<file path="src/rtl/mpcr_pkg.sv">
`timescale 1ns / 1ps
// Shared types and constants for the row prime-count argmax block.
// Used by mpcr_prime_test, mpcr_ram users and max_prime_count_rows; no dependencies.

package mpcr_pkg;

    // Defaults for the top-level size parameters
    localparam int MAX_ROWS_DEF = 16;
    localparam int MAX_COLS_DEF = 16;

    // Field widths
    localparam int VALUE_W    = 32;
    localparam int ROW_IDX_W  = 4;
    localparam int COUNT_W    = 5;
    localparam int OUT_DATA_W = 16;

    // Configuration port
    localparam int CFG_ADDR_W = 1;
    localparam int CFG_DATA_W = 5;
    localparam logic [CFG_ADDR_W-1:0] CFG_NUM_ROWS = 1'b0;
    localparam logic [CFG_ADDR_W-1:0] CFG_NUM_COLS = 1'b1;
    localparam logic [CFG_DATA_W-1:0] NUM_ROWS_RST = 5'd4;
    localparam logic [CFG_DATA_W-1:0] NUM_COLS_RST = 5'd4;

    // Row prime count saturates here
    localparam logic [COUNT_W-1:0] COUNT_MAX = 5'd31;

    // Trial-division unit: remainder bits retired per cycle and derived sizes
    localparam int DIV_BITS   = 4;
    localparam int DIV_STEPS  = VALUE_W / DIV_BITS;
    localparam int STEP_CNT_W = $clog2(DIV_STEPS);
    localparam int DIVISOR_W  = 16;
    localparam int REM_W      = DIVISOR_W + 1;
    localparam int SQ_W       = 32;

    // Status from the primality unit to the top-level sequencer
    typedef struct packed {
        logic busy;
        logic done;
        logic is_prime;
    } t_prime_status;

    // Top-level sequencer
    typedef enum logic [2:0] {
        ST_IDLE,
        ST_TEST,
        ST_SCAN_RD,
        ST_SCAN_CMP,
        ST_FLUSH,
        ST_NONE
    } t_state;

    // Primality unit sequencer
    typedef enum logic [1:0] {
        PT_IDLE,
        PT_CHECK,
        PT_DIV,
        PT_EVAL
    } t_pt_state;

endpackage

</file>
<file path="src/rtl/mpcr_ram.sv">
`timescale 1ns / 1ps
// Generic single-write, single-read RAM with registered read data.
// No dependencies.

module mpcr_ram #(
    parameter int WIDTH = 8,
    parameter int DEPTH = 16,
    parameter int AW    = (DEPTH > 1) ? $clog2(DEPTH) : 1
) (
    input  logic             i_clk,
    input  logic             i_wr_en,
    input  logic [AW-1:0]    i_wr_addr,
    input  logic [WIDTH-1:0] i_wr_data,
    input  logic             i_rd_en,
    input  logic [AW-1:0]    i_rd_addr,
    output logic [WIDTH-1:0] o_rd_data
);

    logic [WIDTH-1:0] r_mem [DEPTH];
    logic [WIDTH-1:0] r_rd_data;

    always_ff @(posedge i_clk) begin
        if (i_wr_en) begin
            r_mem[i_wr_addr] <= i_wr_data;
        end
        if (i_rd_en) begin
            r_rd_data <= r_mem[i_rd_addr];
        end
    end

    assign o_rd_data = r_rd_data;

endmodule

</file>
<file path="src/rtl/mpcr_prime_test.sv">
`timescale 1ns / 1ps
// Iterative primality test by trial division over divisors 2, 3, 5, 7, ...
// One shared remainder unit retires DIV_BITS dividend bits per cycle. Uses mpcr_pkg.

module mpcr_prime_test (
    input  logic                          i_clk,
    input  logic                          i_rst_n,
    input  logic                          i_start,
    input  logic [mpcr_pkg::VALUE_W-1:0]  i_value,
    output mpcr_pkg::t_prime_status       o_status
);

    mpcr_pkg::t_pt_state r_state, n_state;

    logic [mpcr_pkg::VALUE_W-2:0]    r_n;
    logic [mpcr_pkg::DIVISOR_W-1:0]  r_d;
    logic [mpcr_pkg::SQ_W-1:0]       r_sq;
    logic [mpcr_pkg::REM_W-1:0]      r_rem;
    logic [mpcr_pkg::VALUE_W-1:0]    r_shift;
    logic [mpcr_pkg::STEP_CNT_W-1:0] r_step;
    logic                            r_done;
    logic                            r_prime;

    logic [mpcr_pkg::REM_W-1:0]      w_rem_step;
    logic [mpcr_pkg::VALUE_W-1:0]    w_shift_step;
    logic                            w_finish;
    logic                            w_verdict;
    logic                            w_small;
    logic                            w_sq_over;
    logic                            w_last_step;
    logic [mpcr_pkg::DIVISOR_W-1:0]  w_d_next;
    logic [mpcr_pkg::SQ_W-1:0]       w_sq_delta;

    assign w_small     = (r_n < (mpcr_pkg::VALUE_W-1)'(2));
    assign w_sq_over   = (r_sq > mpcr_pkg::SQ_W'(r_n));
    assign w_last_step = (r_step == mpcr_pkg::STEP_CNT_W'(mpcr_pkg::DIV_STEPS - 1));

    // Restoring remainder steps, MSB first
    always_comb begin
        w_rem_step   = r_rem;
        w_shift_step = r_shift;
        for (int i = 0; i < mpcr_pkg::DIV_BITS; i++) begin
            w_rem_step   = {w_rem_step[mpcr_pkg::REM_W-2:0], w_shift_step[mpcr_pkg::VALUE_W-1]};
            w_shift_step = {w_shift_step[mpcr_pkg::VALUE_W-2:0], 1'b0};
            if (w_rem_step >= {1'b0, r_d}) begin
                w_rem_step = w_rem_step - {1'b0, r_d};
            end
        end
    end

    // Advance to the next odd divisor; (d+2)^2 = d^2 + 4d + 4
    always_comb begin
        if (r_d == mpcr_pkg::DIVISOR_W'(2)) begin
            w_d_next   = mpcr_pkg::DIVISOR_W'(3);
            w_sq_delta = mpcr_pkg::SQ_W'(5);
        end else begin
            w_d_next   = r_d + mpcr_pkg::DIVISOR_W'(2);
            w_sq_delta = mpcr_pkg::SQ_W'({r_d, 2'b00}) + mpcr_pkg::SQ_W'(4);
        end
    end

    // Next state
    always_comb begin
        n_state = r_state;
        unique case (r_state)
            mpcr_pkg::PT_IDLE: begin
                if (i_start) begin
                    n_state = mpcr_pkg::PT_CHECK;
                end
            end
            mpcr_pkg::PT_CHECK: begin
                n_state = (w_small || w_sq_over) ? mpcr_pkg::PT_IDLE : mpcr_pkg::PT_DIV;
            end
            mpcr_pkg::PT_DIV: begin
                if (w_last_step) begin
                    n_state = mpcr_pkg::PT_EVAL;
                end
            end
            mpcr_pkg::PT_EVAL: begin
                n_state = (r_rem == '0) ? mpcr_pkg::PT_IDLE : mpcr_pkg::PT_CHECK;
            end
            default: n_state = mpcr_pkg::PT_IDLE;
        endcase
    end

    // Outputs: finish and verdict
    always_comb begin
        w_finish  = 1'b0;
        w_verdict = 1'b0;
        unique case (r_state)
            mpcr_pkg::PT_CHECK: begin
                w_finish  = w_small || w_sq_over;
                w_verdict = !w_small && w_sq_over;
            end
            mpcr_pkg::PT_EVAL: begin
                w_finish  = (r_rem == '0);
                w_verdict = 1'b0;
            end
            default: begin
                w_finish  = 1'b0;
                w_verdict = 1'b0;
            end
        endcase
    end

    always_ff @(posedge i_clk) begin
        if (!i_rst_n) begin
            r_state <= mpcr_pkg::PT_IDLE;
            r_done  <= 1'b0;
            r_prime <= 1'b0;
        end else begin
            r_state <= n_state;
            r_done  <= w_finish;
            r_prime <= w_verdict;
        end
    end

    // Datapath
    always_ff @(posedge i_clk) begin
        unique case (r_state)
            mpcr_pkg::PT_IDLE: begin
                if (i_start) begin
                    // negative values count as zero, hence not prime
                    r_n  <= i_value[mpcr_pkg::VALUE_W-1] ? '0 : i_value[mpcr_pkg::VALUE_W-2:0];
                    r_d  <= mpcr_pkg::DIVISOR_W'(2);
                    r_sq <= mpcr_pkg::SQ_W'(4);
                end
            end
            mpcr_pkg::PT_CHECK: begin
                r_rem   <= '0;
                r_shift <= {1'b0, r_n};
                r_step  <= '0;
            end
            mpcr_pkg::PT_DIV: begin
                r_rem   <= w_rem_step;
                r_shift <= w_shift_step;
                r_step  <= r_step + mpcr_pkg::STEP_CNT_W'(1);
            end
            mpcr_pkg::PT_EVAL: begin
                r_d  <= w_d_next;
                r_sq <= r_sq + w_sq_delta;
            end
            default: begin
            end
        endcase
    end

    assign o_status.busy     = (r_state != mpcr_pkg::PT_IDLE);
    assign o_status.done     = r_done;
    assign o_status.is_prime = r_prime;

endmodule

</file>
<file path="src/rtl/max_prime_count_rows.sv">
`timescale 1ns / 1ps
// Top level of the row prime-count argmax block: input handshake, row/column
// bookkeeping, per-row count store and result scan. Uses mpcr_pkg, mpcr_ram, mpcr_prime_test.
//
// Channel   Dir  Handshake                    Payload
// s_axis    in   s_axis_tvalid/tready         tdata[31:0] = value (signed)
// m_axis    out  m_axis_tvalid/tready         tdata[3:0] = row_index, [8:4] = max_count,
//                                             tuser = none_found, tlast = last
// cfg       in   i_cfg_wr_en (no wait)        i_cfg_addr: 0 num_rows, 1 num_cols
//
// One element at a time: s_axis_tready is high only in the idle state. An element's
// test tries T divisors: T = 0 below 4 and T = 1 + floor((floor(sqrt(n)) - 1) / 2)
// for a prime n >= 4. Each trial runs a check, the remainder steps of the shared
// 4-bit-per-cycle remainder unit in mpcr_prime_test, and a divisor update. After the
// last element the count store is scanned row by row, each row read and then compared;
// a stalled m_axis holds the scan.
// Reset (synchronous, active low) clears the sequencers and the run; the count store
// needs no clearing pass.

module max_prime_count_rows #(
    parameter int MAX_ROWS = mpcr_pkg::MAX_ROWS_DEF,
    parameter int MAX_COLS = mpcr_pkg::MAX_COLS_DEF
) (
    input  logic                              i_clk,
    input  logic                              i_rst_n,
    // input stream
    input  logic                              s_axis_tvalid,
    output logic                              s_axis_tready,
    input  logic [mpcr_pkg::VALUE_W-1:0]      s_axis_tdata,   // [31:0] value
    // result stream
    output logic                              m_axis_tvalid,
    input  logic                              m_axis_tready,
    output logic [mpcr_pkg::OUT_DATA_W-1:0]   m_axis_tdata,   // [3:0] row_index, [8:4] max_count
    output logic                              m_axis_tuser,   // [0] none_found
    output logic                              m_axis_tlast,
    // configuration writes
    input  logic                              i_cfg_wr_en,
    input  logic [mpcr_pkg::CFG_ADDR_W-1:0]   i_cfg_addr,
    input  logic [mpcr_pkg::CFG_DATA_W-1:0]   i_cfg_data
);

    localparam int ROW_CW = $clog2(MAX_ROWS + 1);
    localparam int ROW_AW = (MAX_ROWS > 1) ? $clog2(MAX_ROWS) : 1;
    localparam int COL_CW = $clog2(MAX_COLS + 1);

    mpcr_pkg::t_state r_state, n_state;

    // configuration
    logic [mpcr_pkg::CFG_DATA_W-1:0] r_num_rows;
    logic [mpcr_pkg::CFG_DATA_W-1:0] r_num_cols;

    // run bookkeeping
    logic [COL_CW-1:0]             r_col;
    logic [ROW_CW-1:0]             r_row;
    logic [mpcr_pkg::COUNT_W-1:0]  r_cur;
    logic [mpcr_pkg::COUNT_W-1:0]  r_best;

    // result scan
    logic [ROW_CW-1:0]             r_scan;
    logic [ROW_AW-1:0]             r_pend_row;
    logic                          r_pend_valid;

    // output register
    logic                          r_out_valid;
    logic [mpcr_pkg::ROW_IDX_W-1:0] r_out_row;
    logic [mpcr_pkg::COUNT_W-1:0]  r_out_count;
    logic                          r_out_none;
    logic                          r_out_last;

    mpcr_pkg::t_prime_status       w_pt_status;
    logic [mpcr_pkg::COUNT_W-1:0]  w_rd_data;

    logic [ROW_CW-1:0]             w_rows;
    logic [COL_CW-1:0]             w_cols;
    logic                          w_in_accept;
    logic                          w_elem_done;
    logic [mpcr_pkg::COUNT_W-1:0]  w_cur_inc;
    logic [mpcr_pkg::COUNT_W-1:0]  w_best_next;
    logic                          w_row_end;
    logic                          w_mat_end;
    logic                          w_scan_end;
    logic                          w_match;
    logic                          w_out_free;
    logic                          w_stall;
    logic                          w_ram_wr;

    // push into the output register
    logic                          w_push;
    logic [mpcr_pkg::ROW_IDX_W-1:0] w_push_row;
    logic [mpcr_pkg::COUNT_W-1:0]  w_push_count;
    logic                          w_push_none;
    logic                          w_push_last;

    // ------------------------------------------------------------------
    // Configuration registers: written any cycle, no read-back
    // ------------------------------------------------------------------
    always_ff @(posedge i_clk) begin
        if (!i_rst_n) begin
            r_num_rows <= mpcr_pkg::NUM_ROWS_RST;
            r_num_cols <= mpcr_pkg::NUM_COLS_RST;
        end else if (i_cfg_wr_en) begin
            unique case (i_cfg_addr)
                mpcr_pkg::CFG_NUM_ROWS: r_num_rows <= i_cfg_data;
                mpcr_pkg::CFG_NUM_COLS: r_num_cols <= i_cfg_data;
                default: begin
                end
            endcase
        end
    end

    // Clamp sizes: zero acts as one, anything above the parameter as the parameter
    always_comb begin
        priority if (r_num_rows == '0) begin
            w_rows = ROW_CW'(1);
        end else if (32'(r_num_rows) > 32'(MAX_ROWS)) begin
            w_rows = ROW_CW'(MAX_ROWS);
        end else begin
            w_rows = ROW_CW'(r_num_rows);
        end
        priority if (r_num_cols == '0) begin
            w_cols = COL_CW'(1);
        end else if (32'(r_num_cols) > 32'(MAX_COLS)) begin
            w_cols = COL_CW'(MAX_COLS);
        end else begin
            w_cols = COL_CW'(r_num_cols);
        end
    end

    // ------------------------------------------------------------------
    // Primality unit
    // ------------------------------------------------------------------
    assign s_axis_tready = (r_state == mpcr_pkg::ST_IDLE);
    assign w_in_accept   = s_axis_tvalid && s_axis_tready;

    mpcr_prime_test u_prime_test (
        .i_clk    (i_clk),
        .i_rst_n  (i_rst_n),
        .i_start  (w_in_accept),
        .i_value  (s_axis_tdata),
        .o_status (w_pt_status)
    );

    // ------------------------------------------------------------------
    // Element bookkeeping once the verdict is in
    // ------------------------------------------------------------------
    assign w_elem_done = (r_state == mpcr_pkg::ST_TEST) && w_pt_status.done;

    // saturate the row count
    assign w_cur_inc = (w_pt_status.is_prime && (r_cur != mpcr_pkg::COUNT_MAX))
                       ? r_cur + mpcr_pkg::COUNT_W'(1) : r_cur;
    assign w_best_next = (w_cur_inc > r_best) ? w_cur_inc : r_best;
    // a row or the matrix ends when the position reaches or passes the size
    assign w_row_end = ((COL_CW+1)'(r_col) + (COL_CW+1)'(1)) >= (COL_CW+1)'(w_cols);
    assign w_mat_end = ((ROW_CW+1)'(r_row) + (ROW_CW+1)'(1)) >= (ROW_CW+1)'(w_rows);
    assign w_ram_wr  = w_elem_done && w_row_end;

    // ------------------------------------------------------------------
    // Per-row count store
    // ------------------------------------------------------------------
    mpcr_ram #(
        .WIDTH (mpcr_pkg::COUNT_W),
        .DEPTH (MAX_ROWS),
        .AW    (ROW_AW)
    ) u_count_ram (
        .i_clk     (i_clk),
        .i_wr_en   (w_ram_wr),
        .i_wr_addr (r_row[ROW_AW-1:0]),
        .i_wr_data (w_cur_inc),
        .i_rd_en   (r_state == mpcr_pkg::ST_SCAN_RD),
        .i_rd_addr (r_scan[ROW_AW-1:0]),
        .o_rd_data (w_rd_data)
    );

    // ------------------------------------------------------------------
    // Result scan: hold one matching row back so the final one carries tlast
    // ------------------------------------------------------------------
    assign w_out_free = !r_out_valid || m_axis_tready;
    assign w_match    = (w_rd_data == r_best);
    assign w_stall    = w_match && r_pend_valid && !w_out_free;
    assign w_scan_end = ((ROW_CW+1)'(r_scan) + (ROW_CW+1)'(1)) >= (ROW_CW+1)'(w_rows);

    // Next state
    always_comb begin
        n_state = r_state;
        unique case (r_state)
            mpcr_pkg::ST_IDLE: begin
                if (w_in_accept) begin
                    n_state = mpcr_pkg::ST_TEST;
                end
            end
            mpcr_pkg::ST_TEST: begin
                if (w_pt_status.done) begin
                    priority if (w_row_end && w_mat_end && (w_best_next == '0)) begin
                        n_state = mpcr_pkg::ST_NONE;
                    end else if (w_row_end && w_mat_end) begin
                        n_state = mpcr_pkg::ST_SCAN_RD;
                    end else begin
                        n_state = mpcr_pkg::ST_IDLE;
                    end
                end
            end
            mpcr_pkg::ST_SCAN_RD: begin
                n_state = mpcr_pkg::ST_SCAN_CMP;
            end
            mpcr_pkg::ST_SCAN_CMP: begin
                if (!w_stall) begin
                    n_state = w_scan_end ? mpcr_pkg::ST_FLUSH : mpcr_pkg::ST_SCAN_RD;
                end
            end
            mpcr_pkg::ST_FLUSH, mpcr_pkg::ST_NONE: begin
                if (w_out_free) begin
                    n_state = mpcr_pkg::ST_IDLE;
                end
            end
            default: n_state = mpcr_pkg::ST_IDLE;
        endcase
    end

    // Outputs: what to load into the output register
    always_comb begin
        w_push       = 1'b0;
        w_push_row   = mpcr_pkg::ROW_IDX_W'(r_pend_row);
        w_push_count = r_best;
        w_push_none  = 1'b0;
        w_push_last  = 1'b0;
        unique case (r_state)
            mpcr_pkg::ST_SCAN_CMP: begin
                // a new match releases the one held back
                w_push = w_match && r_pend_valid && w_out_free;
            end
            mpcr_pkg::ST_FLUSH: begin
                w_push      = w_out_free && r_pend_valid;
                w_push_last = 1'b1;
            end
            mpcr_pkg::ST_NONE: begin
                w_push       = w_out_free;
                w_push_row   = '0;
                w_push_count = '0;
                w_push_none  = 1'b1;
                w_push_last  = 1'b1;
            end
            default: begin
                w_push = 1'b0;
            end
        endcase
    end

    // Sequencer and run state
    always_ff @(posedge i_clk) begin
        if (!i_rst_n) begin
            r_state      <= mpcr_pkg::ST_IDLE;
            r_col        <= '0;
            r_row        <= '0;
            r_cur        <= '0;
            r_best       <= '0;
            r_scan       <= '0;
            r_pend_valid <= 1'b0;
        end else begin
            r_state <= n_state;
            if (w_elem_done) begin
                if (w_row_end) begin
                    r_cur  <= '0;
                    r_col  <= '0;
                    r_best <= w_best_next;
                    r_row  <= w_mat_end ? '0 : r_row + ROW_CW'(1);
                    r_scan <= '0;
                end else begin
                    r_cur <= w_cur_inc;
                    r_col <= r_col + COL_CW'(1);
                end
            end
            if ((r_state == mpcr_pkg::ST_SCAN_CMP) && !w_stall) begin
                r_scan <= r_scan + ROW_CW'(1);
                if (w_match) begin
                    r_pend_valid <= 1'b1;
                end
            end
            // start a new run once the final result is loaded
            if (((r_state == mpcr_pkg::ST_FLUSH) || (r_state == mpcr_pkg::ST_NONE))
                && w_out_free) begin
                r_best       <= '0;
                r_pend_valid <= 1'b0;
            end
        end
    end

    always_ff @(posedge i_clk) begin
        if ((r_state == mpcr_pkg::ST_SCAN_CMP) && !w_stall && w_match) begin
            r_pend_row <= r_scan[ROW_AW-1:0];
        end
    end

    // ------------------------------------------------------------------
    // Output register: load on push, drop on transaction
    // ------------------------------------------------------------------
    always_ff @(posedge i_clk) begin
        if (!i_rst_n) begin
            r_out_valid <= 1'b0;
        end else if (w_push) begin
            r_out_valid <= 1'b1;
        end else if (m_axis_tready) begin
            r_out_valid <= 1'b0;
        end
    end

    always_ff @(posedge i_clk) begin
        if (w_push) begin
            r_out_row   <= w_push_row;
            r_out_count <= w_push_count;
            r_out_none  <= w_push_none;
            r_out_last  <= w_push_last;
        end
    end

    assign m_axis_tvalid = r_out_valid;
    assign m_axis_tdata  = {(mpcr_pkg::OUT_DATA_W - mpcr_pkg::COUNT_W - mpcr_pkg::ROW_IDX_W)'(0),
                            r_out_count, r_out_row};
    assign m_axis_tuser  = r_out_none;
    assign m_axis_tlast  = r_out_last;

    // ------------------------------------------------------------------
    // Assertions
    // ------------------------------------------------------------------
    a_accept_starts_unit: assert property (@(posedge i_clk) disable iff (!i_rst_n)
        w_in_accept |=> w_pt_status.busy)
        else $error("primality unit did not start on an accepted element");

    a_ready_unit_idle: assert property (@(posedge i_clk) disable iff (!i_rst_n)
        s_axis_tready |-> !w_pt_status.busy)
        else $error("input ready while the primality unit is busy");

    a_flush_has_best: assert property (@(posedge i_clk) disable iff (!i_rst_n)
        (r_state == mpcr_pkg::ST_FLUSH) |-> (r_best != '0))
        else $error("scan finished with a zero maximum");

    a_stall_holds_scan: assert property (@(posedge i_clk) disable iff (!i_rst_n)
        ((r_state == mpcr_pkg::ST_SCAN_CMP) && w_stall)
        |=> ((r_state == mpcr_pkg::ST_SCAN_CMP) && $stable(r_scan)))
        else $error("scan advanced while its held result could not be loaded");

    a_none_result_shape: assert property (@(posedge i_clk) disable iff (!i_rst_n)
        (r_out_valid && r_out_none) |-> (r_out_last && (r_out_count == '0)))
        else $error("no-prime result is not a single final zero-count result");

endmodule
</file>
<file path="config.mk">
export PLATFORM = sky130hd
export DESIGN_NAME = max_prime_count_rows
export DESIGN_NICKNAME = d
export VERILOG_FILES = /design/src/rtl/mpcr_pkg.sv /design/src/rtl/mpcr_ram.sv /design/src/rtl/mpcr_prime_test.sv /design/src/rtl/max_prime_count_rows.sv
export SDC_FILE = /design/constraint.sdc
export NUM_CORES = 1
export LEC_CHECK = 0
export BUFFER_PORTS_ARGS = -buffer_cell sky130_fd_sc_hd__buf_4
export CAP_MARGIN = 20
export CORE_ASPECT_RATIO = 0.7
export CORE_UTILIZATION = 45
export CTS_CLUSTER_DIAMETER = 100
export DETAILED_ROUTE_END_ITERATION = 8
export MAX_ROUTING_LAYER = met4
export PLACE_DENSITY = 0.58
export SLEW_MARGIN = 40
export SYNTH_ARGS = -nofsm -noshare
export SYNTH_HDL_FRONTEND = slang
export SYNTH_HIERARCHICAL = 1
export SYNTH_SLANG_ARGS = --single-unit
</file>
<file path="constraint.sdc">
create_clock -name i_clk -period 20.4 [get_ports i_clk]
set_input_delay 1.02 -clock i_clk [delete_from_list [all_inputs] [get_ports i_clk]]
set_output_delay 1.02 -clock i_clk [all_outputs]
set_load 0.005 [all_outputs]
</file>
==> results.json, run 1 <==
{
  "cts.clk_slew.worst_paths_ns": 0.07,
  "die_h_um": 168,
  "nFillCells": 3492,
  "overflow": 0,
  "cts-resized-gates": 0,
  "cpPeakStageDelay_ns": 0.68,
  "netlist.area_leader.share": 0.391,
  "drt_first_pass_iters": 5,
  "fin_crit_sh": 0.572,
  "fin_nets": 1968,
  "cts-root-buf": "clkbuf_16",
  "wl_per_cell_um": 20.5,
  "cts_num_sinks": 275,
  "fin_crit_ns": 11.68,
  "cp_slowest_cell": "a2111o_1",
  "vias": 13288,
  "finalHoldViolations": 0,
  "pre_cts_ws_ns": 8.93,
  "hold_path_end": "r_num_cols[0]",
  "timing.fmax_ghz": 0.0857,
  "ff2ff_path_depth": 39,
  "reg2reg_to": "u_prime_test/r_rem[2]",
  "ys.warnings.count": 6,
  "skew_ns": 0.0576,
  "r2r_setup_slack_ns": 8.72,
  "final_area_mm2": 0.0196,
  "setup_ws_ns": 8.72,
  "slew_headroom": 0.462,
  "clk_latency_ns": 0.59,
  "ios": 63,
  "dpl_cell_area_mm2": 0.0186,
  "hold_class": "reg2reg",
  "synthArstFlopShare": 0,
  "r2r_start": "u_prime_test/r_d[1]",
  "min-delay-start": "r_num_cols[0]",
  "clk_path_buf_depth": 3,
  "grt_pass1_wl_um": 73000,
  "cp-startpoint": "u_prime_test/r_d[1]",
  "synth.ff_latch_count": 275,
  "diodes": 0,
  "yosys.area.top_type": "edfxtp_1",
  "start_kind": "flip-flop",
  "initial_core_util": 0.459,
  "cap_violations": 0,
  "status": "complete, no violations",
  "synth_cell_types": 88,
  "ys_seq_area_frac": 0.440,
  "wl_met2_um": 19300,
  "tightestPinTransition_ns": 0.801,
  "power.density_mw_per_mm2": 118,
  "cp-end-kind": "flip-flop",
  "critPathMaxFanout": 21,
  "synth_area_leaders": "edfxtp_1 (39%), ha_1 (10%), dfxtp_1 (5.0%)",
  "antenna_found_initial": 1,
  "synth.avg_cell_area_um2": 10.3,
  "crit_type": "reg2reg",
  "dieArea_mm2": 0.0403,
  "ctsHoldBuffers": 0,
  "slew_violations": 0,
  "fp.dieW_um": 239,
  "dr.first_iter.drc_count": 1102,
  "drive_gt1_frac": 0.104,
  "crit_buf_inv": 4,
  "power.leakage_nw": 7.41,
  "viasPerCell": 5.72,
  "coreArea_mm2": 0.0387,
  "synthFlopType": "edfxtp_1",
  "cpLargestDelayFamily": "compound AO/OA/AOI/OAI gates",
  "rows": 60,
  "syn_area_mm2": 0.0178,
  "syn_inst": 1730,
  "routed_wl_um": 47500,
  "drc": 0,
  "placement.io_buffers": 55,
  "ir_worst_vdd_mv": 0.0846,
  "drtAntennaViolNets": 0,
  "top_layer": "met4",
  "setup_tns_ns": 0,
  "worstPathRequired_ns": 20.79,
  "wl_met1_um": 24000,
  "grt_max_degree": 96,
  "cts_tree": "yes",
  "rsz0062_at_grt": "no",
  "wl_met3_um": 3750,
  "area_growth_pct": 10.1,
  "first_global_vias": 12538,
  "post-cts-setup-buffers": 0,
  "whs_path_depth": 2,
  "dp_hpwl_um": 36000,
  "synth_edf_count": 231,
  "track_usage": 0.245,
  "htree_levels": 1,
  "finalSetupViolCount": 0,
  "gp_congestion": 0.911,
  "hold_ws_ns": 0.470,
  "cts_buffers": 28,
  "cp.arrival_ns": 12.07
}
final cells by class:
class / instances / area (µm²) / share of cell area
clock inverters: 20 / 168 / 0.00857
multi-input cells: 1301 / 9320 / 0.477
flip-flops and latches: 275 / 7820 / 0.400
clock buffers: 32 / 716 / 0.0366
repair buffers: 65 / 492 / 0.0251
well taps: 527 / 659 / 0.0337
inverters: 102 / 383 / 0.0196
kinds of logic after synthesis:
| family | count (synthesis) | synth area share |
|---|---|---|
| flip-flops | 275 | 0.440 |
| XOR/XNOR | 116 | 0.0572 |
| AND/OR/NAND/NOR | 598 | 0.168 |
| AO/OA/AOI/OAI | 363 | 0.134 |
| multiplexers | 65 | 0.0521 |
| other | 1 | 0.000211 |
| adder cells (fa/ha/maj) | 152 | 0.109 |
| buffers and inverters | 160 | 0.0390 |
cell usage after synthesis, types with 5 or more instances:
cell type / instances
o211ai_1: 18
xnor2_1: 78
a21o_1: 37
a211oi_1: 14
mux4_2: 20
and3_1: 18
or2_2: 11
nor3_1: 48
and2_1: 22
or3_1: 10
xor2_1: 38
clkbuf_1: 38
o21a_1: 33
nand2b_1: 19
a22oi_1: 5
a31oi_1: 14
nor4_1: 22
o22ai_1: 5
nand3_1: 62
ha_1: 148
edfxtp_1: 231
nand3b_1: 12
o21bai_1: 7
o31ai_1: 9
o21ai_0: 96
mux2_2: 15
a21boi_0: 6
dfxtp_1: 44
buf_4: 10
a21oi_1: 75
nor2b_1: 53
nand4_1: 28
inv_1: 100
o21ai_1: 5
mux2i_1: 29
nand2_1: 129
nor2_1: 145
placed cells by master (no fill, tap or decap), drive strengths merged, types with 16 or more instances in the layout:
cell type	n
inv	101
and3	18
a21o	37
xor2	38
nand2b	19
nor3	48
o21ai	102
dfxtp	44
clkinv	17
nor2	146
mux2	16
clkbuf	32
xnor2	78
and2	22
a21oi	75
mux4	20
nor2b	54
nand3	63
o211ai	18
ha	148
nand2	130
o21a	33
edfxtp	231
mux2i	29
nand4	28
a211oi	17
buf	65
nor4	22
power by group:
part,total (mW),internal (mW),switching [mW]
clock network,0.500,0.277,0.223
registers,0.652,0.632,0.0200
logic,1.15,0.469,0.682
per-stage QoR:
step	utilization	std cells	power [mW]
finish	0.506	2322	2.30
global route	0.506	2322	2.45
CTS	0.505	2322	2.29
detailed placement	0.482	2270	1.79
global placement	0.482	2269	1.80
floorplan	-	1736	1.54
per-layer routing:
metal | vias up | global-route usage
li1 | 6439 | -
met1 | 6426 | 0.373
met2 | 389 | 0.336
met3 | 34 | 0.0490
met4 | 0 | 0.0368
met5 | - | -
registers in the layout, indices dropped and copies added (netlist names), 16 cells and up, named ones only:
register / count
u_prime_test/r_n: 31
u_prime_test/r_shift: 32
u_prime_test/r_sq: 32
u_prime_test/r_d: 16
u_prime_test/r_rem: 17
u_count_ram/r_mem: 80
how the worst max path moves through the flow:
| stage | to | slack [ns] | cells past startpoint |
|---|---|---|---|
| finish | u_prime_test/r_rem[2] | 8.72 | 39 |
| CTS | u_prime_test/r_rem[1] | 8.87 | 39 |
| global route | u_prime_test/r_rem[11] | 7.88 | 39 |
| floorplan | u_prime_test/r_rem[4] | 10.91 | 43 |
| detailed placement | u_prime_test/r_rem[1] | 8.93 | 39 |
| global placement | u_prime_test/r_rem[9] | 9.14 | 38 |
worst reg2reg max path, delay by kind of cell, from the launching register on:
| kind | cells | cell delay (ns) |
|---|---|---|
| simple gates | 7 | 1.74 |
| fa+ha+maj | 4 | 1.33 |
| buf+inv | 4 | 0.81 |
| mux | 2 | 0.66 |
| compound gates | 22 | 6.36 |
| flops | 1 | 0.62 |
(Power assumes the default switching activity.)
==> run 2, diff against run 1 <==
clock period = 11.27 ns   (was 20.4 ns; I/O delays follow)
==> results.json, run 2 (synthesized netlist as in run 1, its figures left out) <==
{
  "finalHoldViolations": 0,
  "finalSetupViolCount": 0,
  "dpl_cell_area_mm2": 0.0187,
  "p_comb_frac": 0.485,
  "fp.dieW_um": 239,
  "ctsHoldBuffers": 0,
  "hold_class": "in2reg",
  "track_usage": 0.240,
  "cts_buffers": 28,
  "power.leakage_nw": 7.52,
  "dr.first_iter.drc_count": 1311,
  "p_clk_frac": 0.237,
  "cp_slowest_cell": "edfxtp_1",
  "grt_pass1_wl_um": 71900,
  "drc": 0,
  "dieArea_mm2": 0.0403,
  "drt_first_pass_iters": 5,
  "antenna_found_initial": 0,
  "cp-end-kind": "flip-flop",
  "dp_hpwl_um": 35500,
  "timing.fmax_ghz": 0.0958,
  "drive_gt1_frac": 0.116,
  "routed_wl_um": 46800,
  "diodes": 0,
  "cts_tree": "yes",
  "rsz0062_at_grt": "no",
  "seqPwrFrac": 0.278,
  "power.density_mw_per_mm2": 216,
  "swShare": 0.389,
  "drtAntennaViolNets": 0,
  "cp.arrival_ns": 10.72,
  "first_global_vias": 12202,
  "internal_power_mw": 2.60,
  "clk_latency_ns": 0.59,
  "p_total_mw": 4.26,
  "layout_commonest_cell": "edfxtp_1",
  "tightestPinTransition_ns": 0.823,
  "area_growth_pct": 11.2,
  "crit_type": "reg2reg",
  "largest_reg_flops": 80,
  "top_regs": "u_count_ram/r_mem (80), u_prime_test/r_shift (32), u_prime_test/r_sq (32)",
  "clk_path_buf_depth": 3,
  "fin_crit_sh": 0.926,
  "fin_cells": 2331,
  "slew_headroom": 0.447,
  "htree_levels": 1,
  "setup_ws_ns": 0.832,
  "slew_violations": 0,
  "final_area_mm2": 0.0197,
  "pre_cts_ws_ns": 0.730,
  "postLayoutCoreUtil": 0.511,
  "gp_congestion": 0.967,
  "critPathMaxFanout": 16,
  "grt_max_degree": 59,
  "die_h_um": 168,
  "cap_violations": 0,
  "start_kind": "flip-flop",
  "fin_nets": 1977,
  "initial_core_util": 0.459,
  "worstPathRequired_ns": 11.55,
  "overflow": 0,
  "rows": 60,
  "viasPerCell": 5.70,
  "hold_ws_ns": 0.200,
  "cts.clk_slew.worst_paths_ns": 0.06,
  "ir_worst_vdd_mv": 0.128,
  "p_switching_mw": 1.66,
  "placement.io_buffers": 55,
  "dp.cells": 2277,
  "skew_ns": 0.0426,
  "cpPeakStageDelay_ns": 0.53,
  "max_flop_register": "u_count_ram/r_mem",
  "setup_tns_ns": 0,
  "cts_num_sinks": 275,
  "final_cell_mix": "edfxtp_1 (231), ha_1 (146), nor2_1 (144), nand2_1 (127), inv_1 (98)",
  "status": "complete, no violations",
  "coreArea_mm2": 0.0387,
  "fin_crit_ns": 10.44,
  "ios": 63,
  "cts-root-buf": "clkbuf_16",
  "wl_per_cell_um": 20.1,
  "nFillCells": 3525,
  "vias": 13282
}
run 2: timing repair:
item / CTS / global route
setup endpoints to repair: 0 / 16
setup buffers: 0 / 2
resized for setup: 0 / 7
run 2: cell type report:
class	count	area [µm²]	share of cell area
multi-input cells	1301	9320	0.472
flip-flops and latches	275	7820	0.396
clock buffers	29	704	0.0357
well taps	527	659	0.0334
repair buffers	74	556	0.0281
inverters	102	387	0.0196
clock inverters	23	300	0.0152
run 2: worst max-delay path, delay by kind of cell, from the launching register on:
family,cells,cell delay (ns)
AOI/OAI and AO/OA,22,5.42
adders and majority gates,4,1.31
buffers and inverters,3,0.70
DFF,1,0.53
muxes,3,0.86
and+or+nand+nor,6,1.35
run 2: worst paths after layout:
path              cells past startpoint                    end  slack, ns                 from
setup reg to reg                     38  u_prime_test/r_rem[3]       0.83  u_prime_test/r_d[1]
setup / recovery                     38  u_prime_test/r_rem[3]       0.83  u_prime_test/r_d[1]
hold reg to reg                       2          r_num_cols[0]       0.46        r_num_cols[0]
hold / removal                        3          r_num_rows[2]       0.20        i_cfg_data[2]
run 2: layer usage:
metal,global-route usage,wire (µm),up-vias
li1,-,-,6469
met1,0.379,24300,6355
met2,0.318,18400,393
met3,0.0336,3190,65
met4,0.0524,892,0
met5,-,0,-
run 2: power groups by stage:
stage / logic [mW] / registers, mW / clock network, mW
after floorplan: 1.60 / 1.18 / 0
after global placement: 2.00 / 1.20 / 0
after detailed placement: 2.00 / 1.20 / 0
after CTS: 2.02 / 1.18 / 1.04
after global routing: 2.26 / 1.19 / 1.07
final: 2.07 / 1.18 / 1.01
